<file path="src/sv/pet_pkg.sv">
// Package: shared types and constants of the priced entry table.
`default_nettype none
package pet_pkg;

  typedef enum logic [2:0] {
    MODE_APPEND   = 3'd0,
    MODE_PRICE    = 3'd1,
    MODE_REMOVE   = 3'd2,
    MODE_LOOKUP   = 3'd3,
    MODE_EXPIRE   = 3'd4,
    MODE_LIST     = 3'd5,
    MODE_MATCHED  = 3'd6,
    MODE_RESERVED = 3'd7
  } mode_e;

  typedef struct packed {
    logic [2:0]  mode;
    logic [63:0] entry_key;
    logic [31:0] price;
    logic [31:0] created_at;
    logic [31:0] lifetime;
    logic [31:0] quantity;
    logic        matched_in;
    logic [31:0] now;
    logic [5:0]  list_count;
  } in_t;

  typedef struct packed {
    logic        ok;
    logic        full_res;
    logic [63:0] out_key;
    logic [31:0] out_price;
    logic [31:0] out_quantity;
    logic        out_matched;
    logic [5:0]  entry_count;
    logic [5:0]  matched_count;
    logic [35:0] removed_quantity;
    logic        last;
  } out_t;

  typedef struct packed {
    logic [63:0] key;
    logic [31:0] price;
    logic [31:0] created;
    logic [31:0] lifetime;
    logic [31:0] quantity;
    logic        matched;
  } entry_t;

  localparam int unsigned ENTRY_W = $bits(entry_t);
  localparam logic [35:0] QSUM_MAX = 36'hF_FFFF_FFFF;

  typedef enum logic [3:0] {
    ST_IDLE,
    ST_SCAN,
    ST_DECIDE,
    ST_SHIFT,
    ST_PUT,
    ST_PACK,
    ST_RESULT,
    ST_LIST_RD,
    ST_LIST_WAIT
  } state_e;

  typedef enum logic [2:0] {
    PH_NONE,
    PH_SCAN,
    PH_SHIFT,
    PH_PACK,
    PH_LIST
  } phase_e;

  typedef struct packed {
    logic   load;
    logic   rd;
    phase_e phase;
    logic   shift_init;
    logic   put;
    logic   mark_full;
    logic   pack_end;
    logic   emit;
    logic   emit_list;
  } cmd_t;

  typedef struct packed {
    logic [2:0] in_mode;
    logic [2:0] mode;
    logic       rd_more;
    logic       rdv;
    logic       out_free;
    logic       hit;
    logic       full;
    logic       list_empty;
    logic       list_last;
  } sts_t;

endpackage
`default_nettype wire

</file>
<file path="src/sv/pet_ctrl.sv">
// Controller: sequences the scan, shift, compaction, list and result phases.
`default_nettype none
module pet_ctrl (
  input  wire logic          clk_i,
  input  wire logic          rst_ni,
  input  wire logic          in_valid_i,
  output logic               in_stall_o,
  input  wire pet_pkg::sts_t sts_i,
  output pet_pkg::cmd_t      cmd_o
);
  import pet_pkg::*;

  state_e state_q, state_d;

  always_ff @(posedge clk_i or negedge rst_ni) begin
    if (!rst_ni) begin
      state_q <= ST_IDLE;
    end else begin
      state_q <= state_d;
    end
  end

  always_comb begin
    state_d    = state_q;
    cmd_o      = '0;
    cmd_o.phase = PH_NONE;
    in_stall_o = 1'b1;
    unique case (state_q)
      ST_IDLE: begin
        in_stall_o = 1'b0;
        if (in_valid_i) begin
          cmd_o.load = 1'b1;
          unique case (sts_i.in_mode)
            MODE_APPEND, MODE_PRICE, MODE_LOOKUP, MODE_MATCHED: state_d = ST_SCAN;
            MODE_REMOVE, MODE_EXPIRE: state_d = ST_PACK;
            MODE_LIST: state_d = ST_LIST_RD;
            default: state_d = ST_RESULT;
          endcase
        end
      end
      ST_SCAN: begin
        cmd_o.phase = PH_SCAN;
        cmd_o.rd    = sts_i.rd_more;
        if (!sts_i.rd_more && !sts_i.rdv) begin
          if (sts_i.mode == MODE_APPEND || sts_i.mode == MODE_PRICE) begin
            state_d = ST_DECIDE;
          end else begin
            state_d = ST_RESULT;
          end
        end
      end
      ST_DECIDE: begin
        priority if (sts_i.hit) begin
          state_d = ST_RESULT;
        end else if (sts_i.full) begin
          cmd_o.mark_full = 1'b1;
          state_d = ST_RESULT;
        end else begin
          cmd_o.shift_init = 1'b1;
          state_d = ST_SHIFT;
        end
      end
      ST_SHIFT: begin
        cmd_o.phase = PH_SHIFT;
        cmd_o.rd    = sts_i.rd_more;
        if (!sts_i.rd_more && !sts_i.rdv) begin
          state_d = ST_PUT;
        end
      end
      ST_PUT: begin
        cmd_o.put = 1'b1;
        state_d = ST_RESULT;
      end
      ST_PACK: begin
        cmd_o.phase = PH_PACK;
        cmd_o.rd    = sts_i.rd_more;
        if (!sts_i.rd_more && !sts_i.rdv) begin
          cmd_o.pack_end = 1'b1;
          state_d = ST_RESULT;
        end
      end
      ST_RESULT: begin
        if (sts_i.out_free) begin
          cmd_o.emit = 1'b1;
          state_d = ST_IDLE;
        end
      end
      ST_LIST_RD: begin
        cmd_o.phase = PH_LIST;
        if (sts_i.list_empty) begin
          state_d = ST_RESULT;
        end else begin
          cmd_o.rd = 1'b1;
          state_d = ST_LIST_WAIT;
        end
      end
      ST_LIST_WAIT: begin
        cmd_o.phase = PH_LIST;
        if (sts_i.out_free) begin
          cmd_o.emit_list = 1'b1;
          state_d = sts_i.list_last ? ST_IDLE : ST_LIST_RD;
        end
      end
      default: state_d = ST_IDLE;
    endcase
  end

endmodule
`default_nettype wire

</file>
<file path="config.mk">
export PLATFORM = sky130hd
export DESIGN_NAME = pet_ctrl
export DESIGN_NICKNAME = d
export VERILOG_FILES = /design/src/sv/pet_pkg.sv /design/src/sv/pet_ctrl.sv
export SDC_FILE = /design/constraint.sdc
export NUM_CORES = 1
export LEC_CHECK = 0
export ABC_AREA = 1
export BUFFER_PORTS_ARGS = -buffer_cell sky130_fd_sc_hd__buf_2
export CAP_MARGIN = 10
export CORE_AREA = 2 2 39 41
export DETAILED_ROUTE_END_ITERATION = 12
export DIE_AREA = 0 0 41 43
export GPL_TIMING_DRIVEN = 0
export PLACE_DENSITY = 0.72
export SLEW_MARGIN = 20
export SYNTH_ARGS = -nofsm -noshare
export SYNTH_HDL_FRONTEND = slang
export SYNTH_SLANG_ARGS = --single-unit
</file>
<file path="constraint.sdc">
create_clock -name clk_i -period 1.45 [get_ports clk_i]
set_input_delay 0 -clock clk_i [delete_from_list [all_inputs] [get_ports clk_i]]
set_output_delay 0 -clock clk_i [all_outputs]
set_load 0.05 [all_outputs]
</file>
======== Word level (Yosys, flattened, before mapping) ========
Index checks and enable logic that the tools add are counted.
Widths: inputs -> output; s select.
cells by class
  eq/ne operators ......................... 21
  muxes and demuxes ....................... 31
  reductions and logical operators ........ 12
operator list
  operator            number
  $pmux 4 s9          1
  $mux 4              8
  $eq 4x3->1 const B  4
  $mux 1              16
  $ne 2x2->1 const B  6
  $pmux 3 s4          1
  $eq 3x3->1 const B  3
  $mux 3              3
  $pmux 3 s3          1
  $eq 4x2->1 const B  2
  $eq 3x1->1 const B  2
  $eq 3x2->1 const B  2
  $logic_not 3->1     2
  $reduce_and 6->1    1
  $eq 4x1->1 const B  1
  $eq 4x4->1 const B  1
  $logic_not 4->1     1
  $reduce_or 2->1     2
  $reduce_or 4->1     1
  $reduce_or 3->1     1
  $logic_not 1->1     2
  $pmux 1 s2          1
  $logic_and 1x1->1   1
  $logic_or 1x1->1    1
storage, ports and cells
  register bits after elaboration ......... 4
  input bits .............................. 16
  output and inout port bits .............. 12
  word-level logic and storage cells ...... 65

======== Longest topological paths before layout ========
Gate-level depths: netlist (run 1).
  word-level depth ........................ 5
  gate-level depth with buffers ........... 9
  depth with buffers taken out ............ 9

======== Least setup slack after synthesis (run 1) ========
Ideal clock, no wire load.
  kind .................................... register to output
  from .................................... register state_q[3]
  to ...................................... output cmd_o[3] (netlist bit)
  arrival time ............................ 1798 ps
  data required time ...................... 1450 ps
  path slack .............................. -348 ps
  stages on the path, launching flop included .. 4
  path buffers ............................ 0
  path through ............................ dfrtp_1 -> nor2_4 -> nand2_1 -> nor3_1
RTL lines
  item                    line            source
  from (decl)             pet_ctrl.sv:13  state_e state_q, state_d;
  from (signal assigned)  pet_ctrl.sv:19  state_q <= state_d;
  to (decl)               pet_ctrl.sv:9   output pet_pkg::cmd_t cmd_o

==> results of run 1 <==
synthesized netlist by cell type (all sizes together):
| cell | instances | area share, % |
|---|---|---|
| dfrtp | 4 | 19 |
| nand3 | 9 | 10 |
| or2 | 1 | 1.2 |
| clkinv | 1 | 0.71 |
| nand4 | 1 | 1.2 |
| nand3b | 1 | 1.4 |
| nand2 | 34 | 27 |
| nor3 | 2 | 1.9 |
| o21ai | 5 | 5.4 |
| inv | 17 | 12 |
| nor2 | 18 | 19 |
power by group through the flow:
stage	clock network, mW	registers [mW]	logic (mW)
3_3_place_gp	0	0.246	1.16
3_5_place_dp	0	0.246	1.16
2_1_floorplan	0	0.233	0.956
6_report	0.132	0.260	1.24
4_1_cts	0.137	0.254	1.19
5_1_grt	0.151	0.268	1.37
kinds of logic after synthesis:
group	share of synthesized area (%)
simple gates	62.89
flops	18.91
buf+inv	12.77
compound gates	5.436
critical path, stage by stage (launching register included):
cell and delay (ns):
dfrtp_2 0.45, nor2_4 0.21, nand2_1 0.13, nor2_1 0.10
buf_2 0.26
final cells by class:
class | instances | area share, %
Sequential cell | 4 | 13.45
Clock buffer | 3 | 2.917
Tap cell | 16 | 2.593
Timing Repair Buffer | 30 | 23.18
Multi-Input combinational cell | 71 | 49.11
Inverter | 18 | 8.752
routing by layer:
metal	global-route usage [%]	vias to the layer above	share of wire (%)	routed length [um]
li1	-	348	-	-
met1	22.19	271	47	578
met2	25.62	16	49	607
met3	1.571	0	4.4	54
met4	6.000	0	0	0
met5	0	-	0	0
path summary, 6_finish.rpt:
check | from | endpoint
min | rst_ni | state_q[2]
min in group clk_i | sts_i[1] | state_q[3]
min reg2reg | state_q[1] | state_q[1]
max in group asynchronous | rst_ni | state_q[0]
max | state_q[3] | cmd_o[1]
max reg2reg | state_q[3] | state_q[1]
through the flow:
stage	hold WS (ns)	setup TNS [ns]	util (%)	cells	total power, mW
finish	0.1055	0	55.79	142	1.631
global route	0.1149	0	55.79	142	1.784
CTS	0.1035	0	53.80	140	1.577
detailed placement	-0.1948	0	50.00	135	1.407
global placement	-0.1961	0	50.00	135	1.404
floorplan	-0.2956	-0.004756	-	93	1.190
placed cells by master (no fill, tap or decap):
cell type and count:
clkbuf_4 4, buf_4 4, nor2_1 9, or2_2 1
nor2_4 4, nand3b_1 1, dlygate4sd3_1 2, inv_1 14
o21ai_2 1, dfrtp_2 3, inv_2 3, nor2_2 5
buf_6 1, clkinv_1 1, nor3_2 2, buf_2 22
o21ai_0 2, o21ai_1 2, nand2_2 7, dfrtp_1 1
nand3_1 7, nand2_1 27, nand4_1 1, nand3_2 2
repair_timing:
action	CTS	global route
setup endpoints to repair	5	9
gates resized for setup	3	7
endpoints found under the hold margin	5	0
pin swaps	0	1
setup buffers	0	2
hold buffers	2	0
==> summary.txt, run 1 <==
Routability cong. - 0.8935
Synthesis-to-finish area growth - 45.86%
Dpl hpwl - 1013 um
DRT Pass-1 Iters - 4
Vias after detailed routing - 635
Crit start category - flip-flop
Register area - 103.9 um^2
Design Area, Final - 772.0 um^2
Clk slew on worst S/H paths - 0.04 ns
Relative slew margins - 83.32%
Routed wire length - 1240 um
Avg WL per Cell - 8.732 um
Setup WS pre-CTS - 0.1388 ns
Synth Register Bits - 4
Core Area - 1384 um^2
Setup slack, reg-to-reg - 0.18 ns
Largest net degree at the start of global routing - 9
Clock period minus worst slack - 1.383 ns
Maximum clock path buffer count - 2
RSZ-0062 raised after global routing - no
Hold Fails Final Rpt - 0
Vias in the first global route - 546
Layout cells sized above 1 - 46.83%
Final setup viols - 0
Multi-input logic area - 379.1 um^2
Die height - 43 um
Fillers - 141
Status - finished, final reports clean
Diode count - 0
Cell area after synthesis - 529.3 um^2
Net Sw Power - 0.9921 mW
Crit path max fanout - 7
Peak VDD IR - 1.303 mV
Syn_area_per_cell - 5.691 um^2
Period Utilization, post-route - 95.35%
Max Clk Rate - 723.3 MHz
Clock skew - 0.002031 ns
Gate power share - 76.0%
Hold Path Class - in -> async
Die area - 1763 um^2
H-tree depth - 1
Port bufs - 26
Share of power burned in registers - 16.0%
Crit path arrival time - 1.38 ns
Crit end category - output port
Worst skew pair latency - 0.23 ns
1st-iter DRT viols - 4
Root buf cell - clkbuf_4
P per Cell Area - 2112 nW/um^2
Max_cap viols - 0
Chip width - 41 um
P_leak - 0.4656 nW
Internal power - 0.6385 mW
Synth unique cells - 18
Synth Net Count - 109
Most flop-heavy register - state_q
Total track usage - 16.37%
Final #Nets - 144
Placed cell area - 691.9 um^2
DR vias/cell - 4.472
Cell row count - 14
Slew at the pin closest to its max-slew limit - 0.2519 ns
Initial Util - 38.25%
WP data required - 1.45 ns
CTS tree - built
Clk sink count - 4
CTS Buf Count - 3
Final Worst Setup Slack - 0.06742 ns
Biggest regs - state_q: 4 flops
Register area share after synthesis - 18.91%
Sw Share - 60.84%
First-pass GRT wire length - 2007 um
Antenna Nets Post-Route - 0
Overflow after GRT - 0
Largest register FFs - 4
Critical path type - reg -> out
R2R cell count - 7
Number of remaining DRC errors - 0
I/O pin cnt - 28
Warnings, synthesis - 0
Initial antenna violation count - 0
Slew Limit Fails - 0
Clk pwr share - 8.1%
Syn Inst Count - 93
Note: power is estimated with default switching activity, not from simulation.
==> run 2: changes to the inputs <==
--- a/config.mk
+++ b/config.mk
@@ -12,7 +12,7 @@
 export DETAILED_ROUTE_END_ITERATION = 12
 export DIE_AREA = 0 0 41 43
 export GPL_TIMING_DRIVEN = 0
-export PLACE_DENSITY = 0.72
+export PLACE_DENSITY = 0.81
 export SLEW_MARGIN = 20
 export SYNTH_ARGS = -nofsm -noshare
 export SYNTH_HDL_FRONTEND = slang
==> summary.txt, run 2 (synthesis results as in run 1) <==
Status - finished, final reports clean
Post-Layout Cell Count - 141 (-0.70%)
Chip width - 41 um (unchanged)
Placed cell area - 691.9 um^2 (unchanged)
Critical path type - reg -> out
Clock skew - 0.006947 ns (+0.004916 ns)
Synthesis-to-finish area growth - 46.10%
Biggest regs - state_q: 4 flops
Initial antenna violation count - 0 (unchanged)
DR vias/cell - 4.766 (+6.6%)
Final Worst Setup Slack - 0.03230 ns (-0.03513 ns)
Most flop-heavy register - state_q
Clock period minus worst slack - 1.418 ns (+0.03513 ns)
Crit-path cells - nor2_4, nand2_2, nor2_1, buf_2
Clk sink count - 4 (unchanged)
Die height - 43 um (unchanged)
H-tree depth - 1 (unchanged)
Crit end category - output port
Hold Fails Final Rpt - 0 (unchanged)
P per Cell Area - 2152 nW/um^2 (+1.9%)
Commonest cells after routing, fill and taps aside - 26 x nand2_1, 20 x buf_2, 14 x inv_1
Crit start category - flip-flop
Hold Path Class - in -> reg
First-pass GRT wire length - 2242 um (+12%)
Clk slew on worst S/H paths - 0.04 ns (about the same)
Antenna Nets Post-Route - 0 (unchanged)
Design Area, Final - 773.2 um^2 (+0.16%)
CP peak stage delay - 0.46 ns (about the same)
Core Area - 1384 um^2 (unchanged)
Maximum clock path buffer count - 2 (unchanged)
Crit path arrival time - 1.42 ns (+0.04 ns)
Setup slack, reg-to-reg - 0.15 ns (-0.03 ns)
Largest register FFs - 4 (unchanged)
CTS Buf Count - 3 (unchanged)
1st-iter DRT viols - 22 (+18)
Crit path max fanout - 6 (-1)
Final core utilization - 55.88% (+0.090 points)
Number of remaining DRC errors - 0 (unchanged)
Most common cell after layout, fill and taps aside - nand2_1
Port bufs - 26 (unchanged)
Final setup viols - 0 (unchanged)
WP data required - 1.45 ns (about the same)
Vias after detailed routing - 672 (+5.8%)
DRT Pass-1 Iters - 4 (unchanged)
Diode count - 0 (unchanged)
CTS tree - built
Peak VDD IR - 0.9774 mV (-25%)
Routability cong. - 0.7214 (-19%)
Final #Nets - 143 (-0.69%)
Layout cells sized above 1 - 48.00% (+1.2 points)
Vias in the first global route - 603 (+10%)
I/O pin cnt - 28 (unchanged)
Overflow after GRT - 0 (unchanged)
Relative slew margins - 83.08% (-0.25 points)
Largest net degree at the start of global routing - 9 (unchanged)
Inst Count DP - 135 (unchanged)
Initial Util - 38.25% (unchanged)
Slowest-stage cell, CP - dfrtp_2
Max_cap viols - 0 (unchanged)
Die area - 1763 um^2 (unchanged)
Routed wire length - 1443 um (+16%)
Slew at the pin closest to its max-slew limit - 0.2556 ns (+0.003707 ns)
Total track usage - 17.96% (+1.6 points)
Slew Limit Fails - 0 (unchanged)
Setup WS pre-CTS - 0.06976 ns (-0.06902 ns)
Worst skew pair latency - 0.23 ns (about the same)
P_leak - 0.4627 nW (-0.64%)
Max Clk Rate - 705.4 MHz (-2.5%)
Avg WL per Cell - 10.23 um (+17%)
Cell row count - 14 (unchanged)
Root buf cell - clkbuf_4
Period Utilization, post-route - 97.77% (+2.4 points)
Dpl hpwl - 1128 um (+11%)
[run 2: changes by cell type in the layout (fill, tap and decap cells not counted), sizes merged]
cell,change
buf,-2
clkbuf,+2
dlygate4sd3,-1
[run 2: what timing repair did]
item | in CTS | in global routing
endpoints found under the hold margin | 4 | 0
setup endpoints to repair | 4 | 7
resized for setup | 4 | 10
setup buffers | 0 | 2
hold buffers | 1 | 0
cloned | 0 | 0
pin swaps | 0 | 1
[run 2: worst paths after layout]
check                           start         end  cells past startpoint
setup / recovery           state_q[1]    cmd_o[0]                      4
hold / removal               sts_i[4]  state_q[3]                      2
setup reg to reg           state_q[2]  state_q[1]                      9
hold reg to reg            state_q[1]  state_q[1]                      3
max in group asynchronous      rst_ni  state_q[3]                      2
min in group asynchronous      rst_ni  state_q[2]                      2
[run 2: cell type report]
class	count	area [um^2]
tap	16	20.02
timing repair buffer	29	177.7
inverter	18	67.56
clock buffer	3	22.52
sequential	4	103.9
fill	122	610.6
multi-input combinational	71	381.6
[run 2: worst max-delay path: cells and delay by family (launching register included)]
kind | cells | cell delay, ns
and+or+nand+nor | 3 | 0.45
buffers and inverters | 1 | 0.28
DFF | 1 | 0.46
[run 2: report_power, final]
| part | leakage [nW] | internal, mW | switching [mW] | total (mW) |
|---|---|---|---|---|
| registers | 0.0465 | 0.168 | 0.0969 | 0.265 |
| logic | 0.402 | 0.378 | 0.882 | 1.26 |
| clock network | 0.0138 | 0.0927 | 0.0463 | 0.139 |
[run 2: routing by layer]
metal	global-route usage (%)	up-vias	wire length, um
met5	0	-	0
met4	6.000	0	0
met3	1.571	0	65
met2	31.56	24	777
met1	21.24	300	600
li1	-	348	-
[run 2: per-stage QoR]
step	total power [mW]	TNS [ns]	hold WS [ns]
floorplan	1.190	-0.004756	-0.2956
global placement	1.393	0	-0.1974
detailed placement	1.424	0	-0.1954
CTS	1.595	0	0.01269
global route	1.798	-0.04794	0.02003
finish	1.664	0	0.01675
==> run 3: changes to the inputs <==
==> constraint.sdc (replaced) <==
create_clock -name clk_i -period 1.45 [get_ports clk_i]
set_input_delay 0.2175 -clock clk_i [delete_from_list [all_inputs] [get_ports clk_i]]
set_output_delay 0.2175 -clock clk_i [all_outputs]
set_load 0.05 [all_outputs]
==> summary.txt, run 3 (synthesis results as in run 1) <==
Biggest regs - state_q: 4 flops
Chip width - 41 um (unchanged)
Commonest cells after routing, fill and taps aside - 23 x nand2_1, 16 x buf_4, 14 x buf_2
Clk slew on worst S/H paths - 0.04 ns (about the same)
Largest net degree at the start of global routing - 8 (-1)
Die height - 43 um (unchanged)
Final core utilization - 75.95% (+20 points)
Period Utilization, post-route - 109.9% (+12 points)
Failing checks - setup timing
Root buf cell - clkbuf_4
DRT Pass-1 Iters - 4 (unchanged)
R2R cell count - 10 (+1)
Core Area - 1384 um^2 (unchanged)
Most flop-heavy register - state_q
1st-iter DRT viols - 17 (-23%)
Design Area, Final - 1051 um^2 (+36%)
Placed cell area - 714.4 um^2 (+3.3%)
Largest register FFs - 4 (unchanged)
CTS Buf Count - 3 (unchanged)
CTS tree - built
Layout cells sized above 1 - 63.38% (+15 points)
Crit end category - output port
Crit path max fanout - 5 (-1)
Status - finished, violations left
Overflow after GRT - 0 (unchanged)
WP data required - 1.23 ns (-0.22 ns)
Slew at the pin closest to its max-slew limit - 0.2119 ns (-0.04368 ns)
Routed wire length - 2041 um (+41%)
Port bufs - 26 (unchanged)
Hold Fails Final Rpt - 0 (unchanged)
I/O pin cnt - 28 (unchanged)
Initial Util - 38.25% (unchanged)
Die area - 1763 um^2 (unchanged)
Final #Nets - 160 (+12%)
Routability cong. - 0.8119 (+13%)
Relative slew margins - 85.84% (+2.8 points)
M2 GR Usage - 35.63% (+4.1 points)
Synthesis-to-finish area growth - 98.58%
Inst Count DP - 135 (unchanged)
Peak VDD IR - 1.409 mV (+44%)
Clk sink count - 4 (unchanged)
Hold depth - 2 (unchanged)
Cell row count - 14 (unchanged)
Initial antenna violation count - 0 (unchanged)
Most common cell after layout, fill and taps aside - nand2_1
Total track usage - 20.59% (+2.6 points)
Max Clk Rate - 627.6 MHz (-11%)
Maximum clock path buffer count - 2 (unchanged)
RSZ-0062 raised after global routing - yes
GRT Max-Usage Layer - met2
Hold Path Class - in -> reg
M3 GR Usage - 1.571% (unchanged)
Diode count - 0 (unchanged)
Clock skew - 0.006112 ns (-0.0008354 ns)
Final setup viols - 10 (+10)
Dpl hpwl - 1151 um (+2.0%)
Vias in the first global route - 643 (+6.6%)
P_leak - 0.5801 nW (+25%)
Slew Limit Fails - 0 (unchanged)
Number of remaining DRC errors - 0 (unchanged)
Critical path type - reg -> out
First-pass GRT wire length - 2518 um (+12%)
DR vias/cell - 4.975 (+4.4%)
Antenna Nets Post-Route - 0 (unchanged)
Crit start category - flip-flop
Max_cap viols - 0 (unchanged)
H-tree depth - 1 (unchanged)
Post-Layout Cell Count - 158 (+12%)
Avg WL per Cell - 12.92 um (+26%)
Clock period minus worst slack - 1.593 ns (+0.1756 ns)
P per Cell Area - 2304 nW/um^2 (+7.1%)
Vias after detailed routing - 786 (+17%)
Met1 usage in global routing - 23.53% (+2.3 points)
Crit path arrival time - 1.38 ns (-0.04 ns)
Final Worst Setup Slack - -0.1433 ns (-0.1756 ns)
Worst skew pair latency - 0.23 ns (about the same)
-- run 3: cell count changes in the layout (fill, tap and decap cells not counted), sizes merged --
cell	delta
inv	+1
clkinv	-1
buf	+20
clkbuf	-3
-- run 3: cell type report --
cell class	instances	area, um^2
clock buffers	3	22.52
fillers	77	332.8
flip-flops and latches	4	105.1
inverters	18	67.56
repair buffers	46	381.6
multi-input cells	71	454.2
well taps	16	20.02
-- run 3: metal layers --
metal	share of wire (%)	vias up
li1	-	386
met1	40	362
met2	54	32
met3	4.9	6
met4	2.0	0
met5	0	-
-- run 3: metrics by stage --
stage | total power [mW] | hold WS (ns) | setup TNS (ns) | setup WS (ns)
after floorplan | 1.238 | -0.07809 | -0.5090 | -0.1802
after global placement | 1.447 | 0.02006 | -0.01461 | -0.01461
after detailed placement | 1.477 | 0.02659 | -0.06990 | -0.02928
after CTS | 1.954 | 0.2064 | -0.5687 | -0.1160
after global routing | 2.565 | 0.2339 | -1.496 | -0.1930
final | 2.422 | 0.2253 | -0.8564 | -0.1433
-- run 3: worst max-delay path: stages, from the launching register on --
cell and delay (ns):
dfrtp_2 0.44, inv_1 0.12, nor2_4 0.13, nand2_2 0.09
nand2_2 0.08, nand2_1 0.05, nand2_1 0.07, buf_6 0.16
-- run 3: path summary, 6_finish.rpt --
path,startpoint,end,slack (ns)
hold / removal,sts_i[4],state_q[3],0.23
setup reg to reg,state_q[0],state_q[2],0.03
setup / recovery,state_q[0],cmd_o[9],-0.14
max in group asynchronous,rst_ni,state_q[1],1.00
hold reg to reg,state_q[1],state_q[1],0.64
min in group asynchronous,rst_ni,state_q[3],0.31
-- run 3: repair_timing --
item	CTS	global route
setup endpoints to repair	11	12
gates resized for setup	29	18
hold buffers	1	0
pin swaps	9	6
setup buffers	9	10
endpoints found under the hold margin	4	0
-- run 3: report_power, final --
part	internal [mW]	switching, mW
combinational	0.854	1.16
clock	0.0923	0.0420
sequential	0.171	0.104
total	1.12	1.30
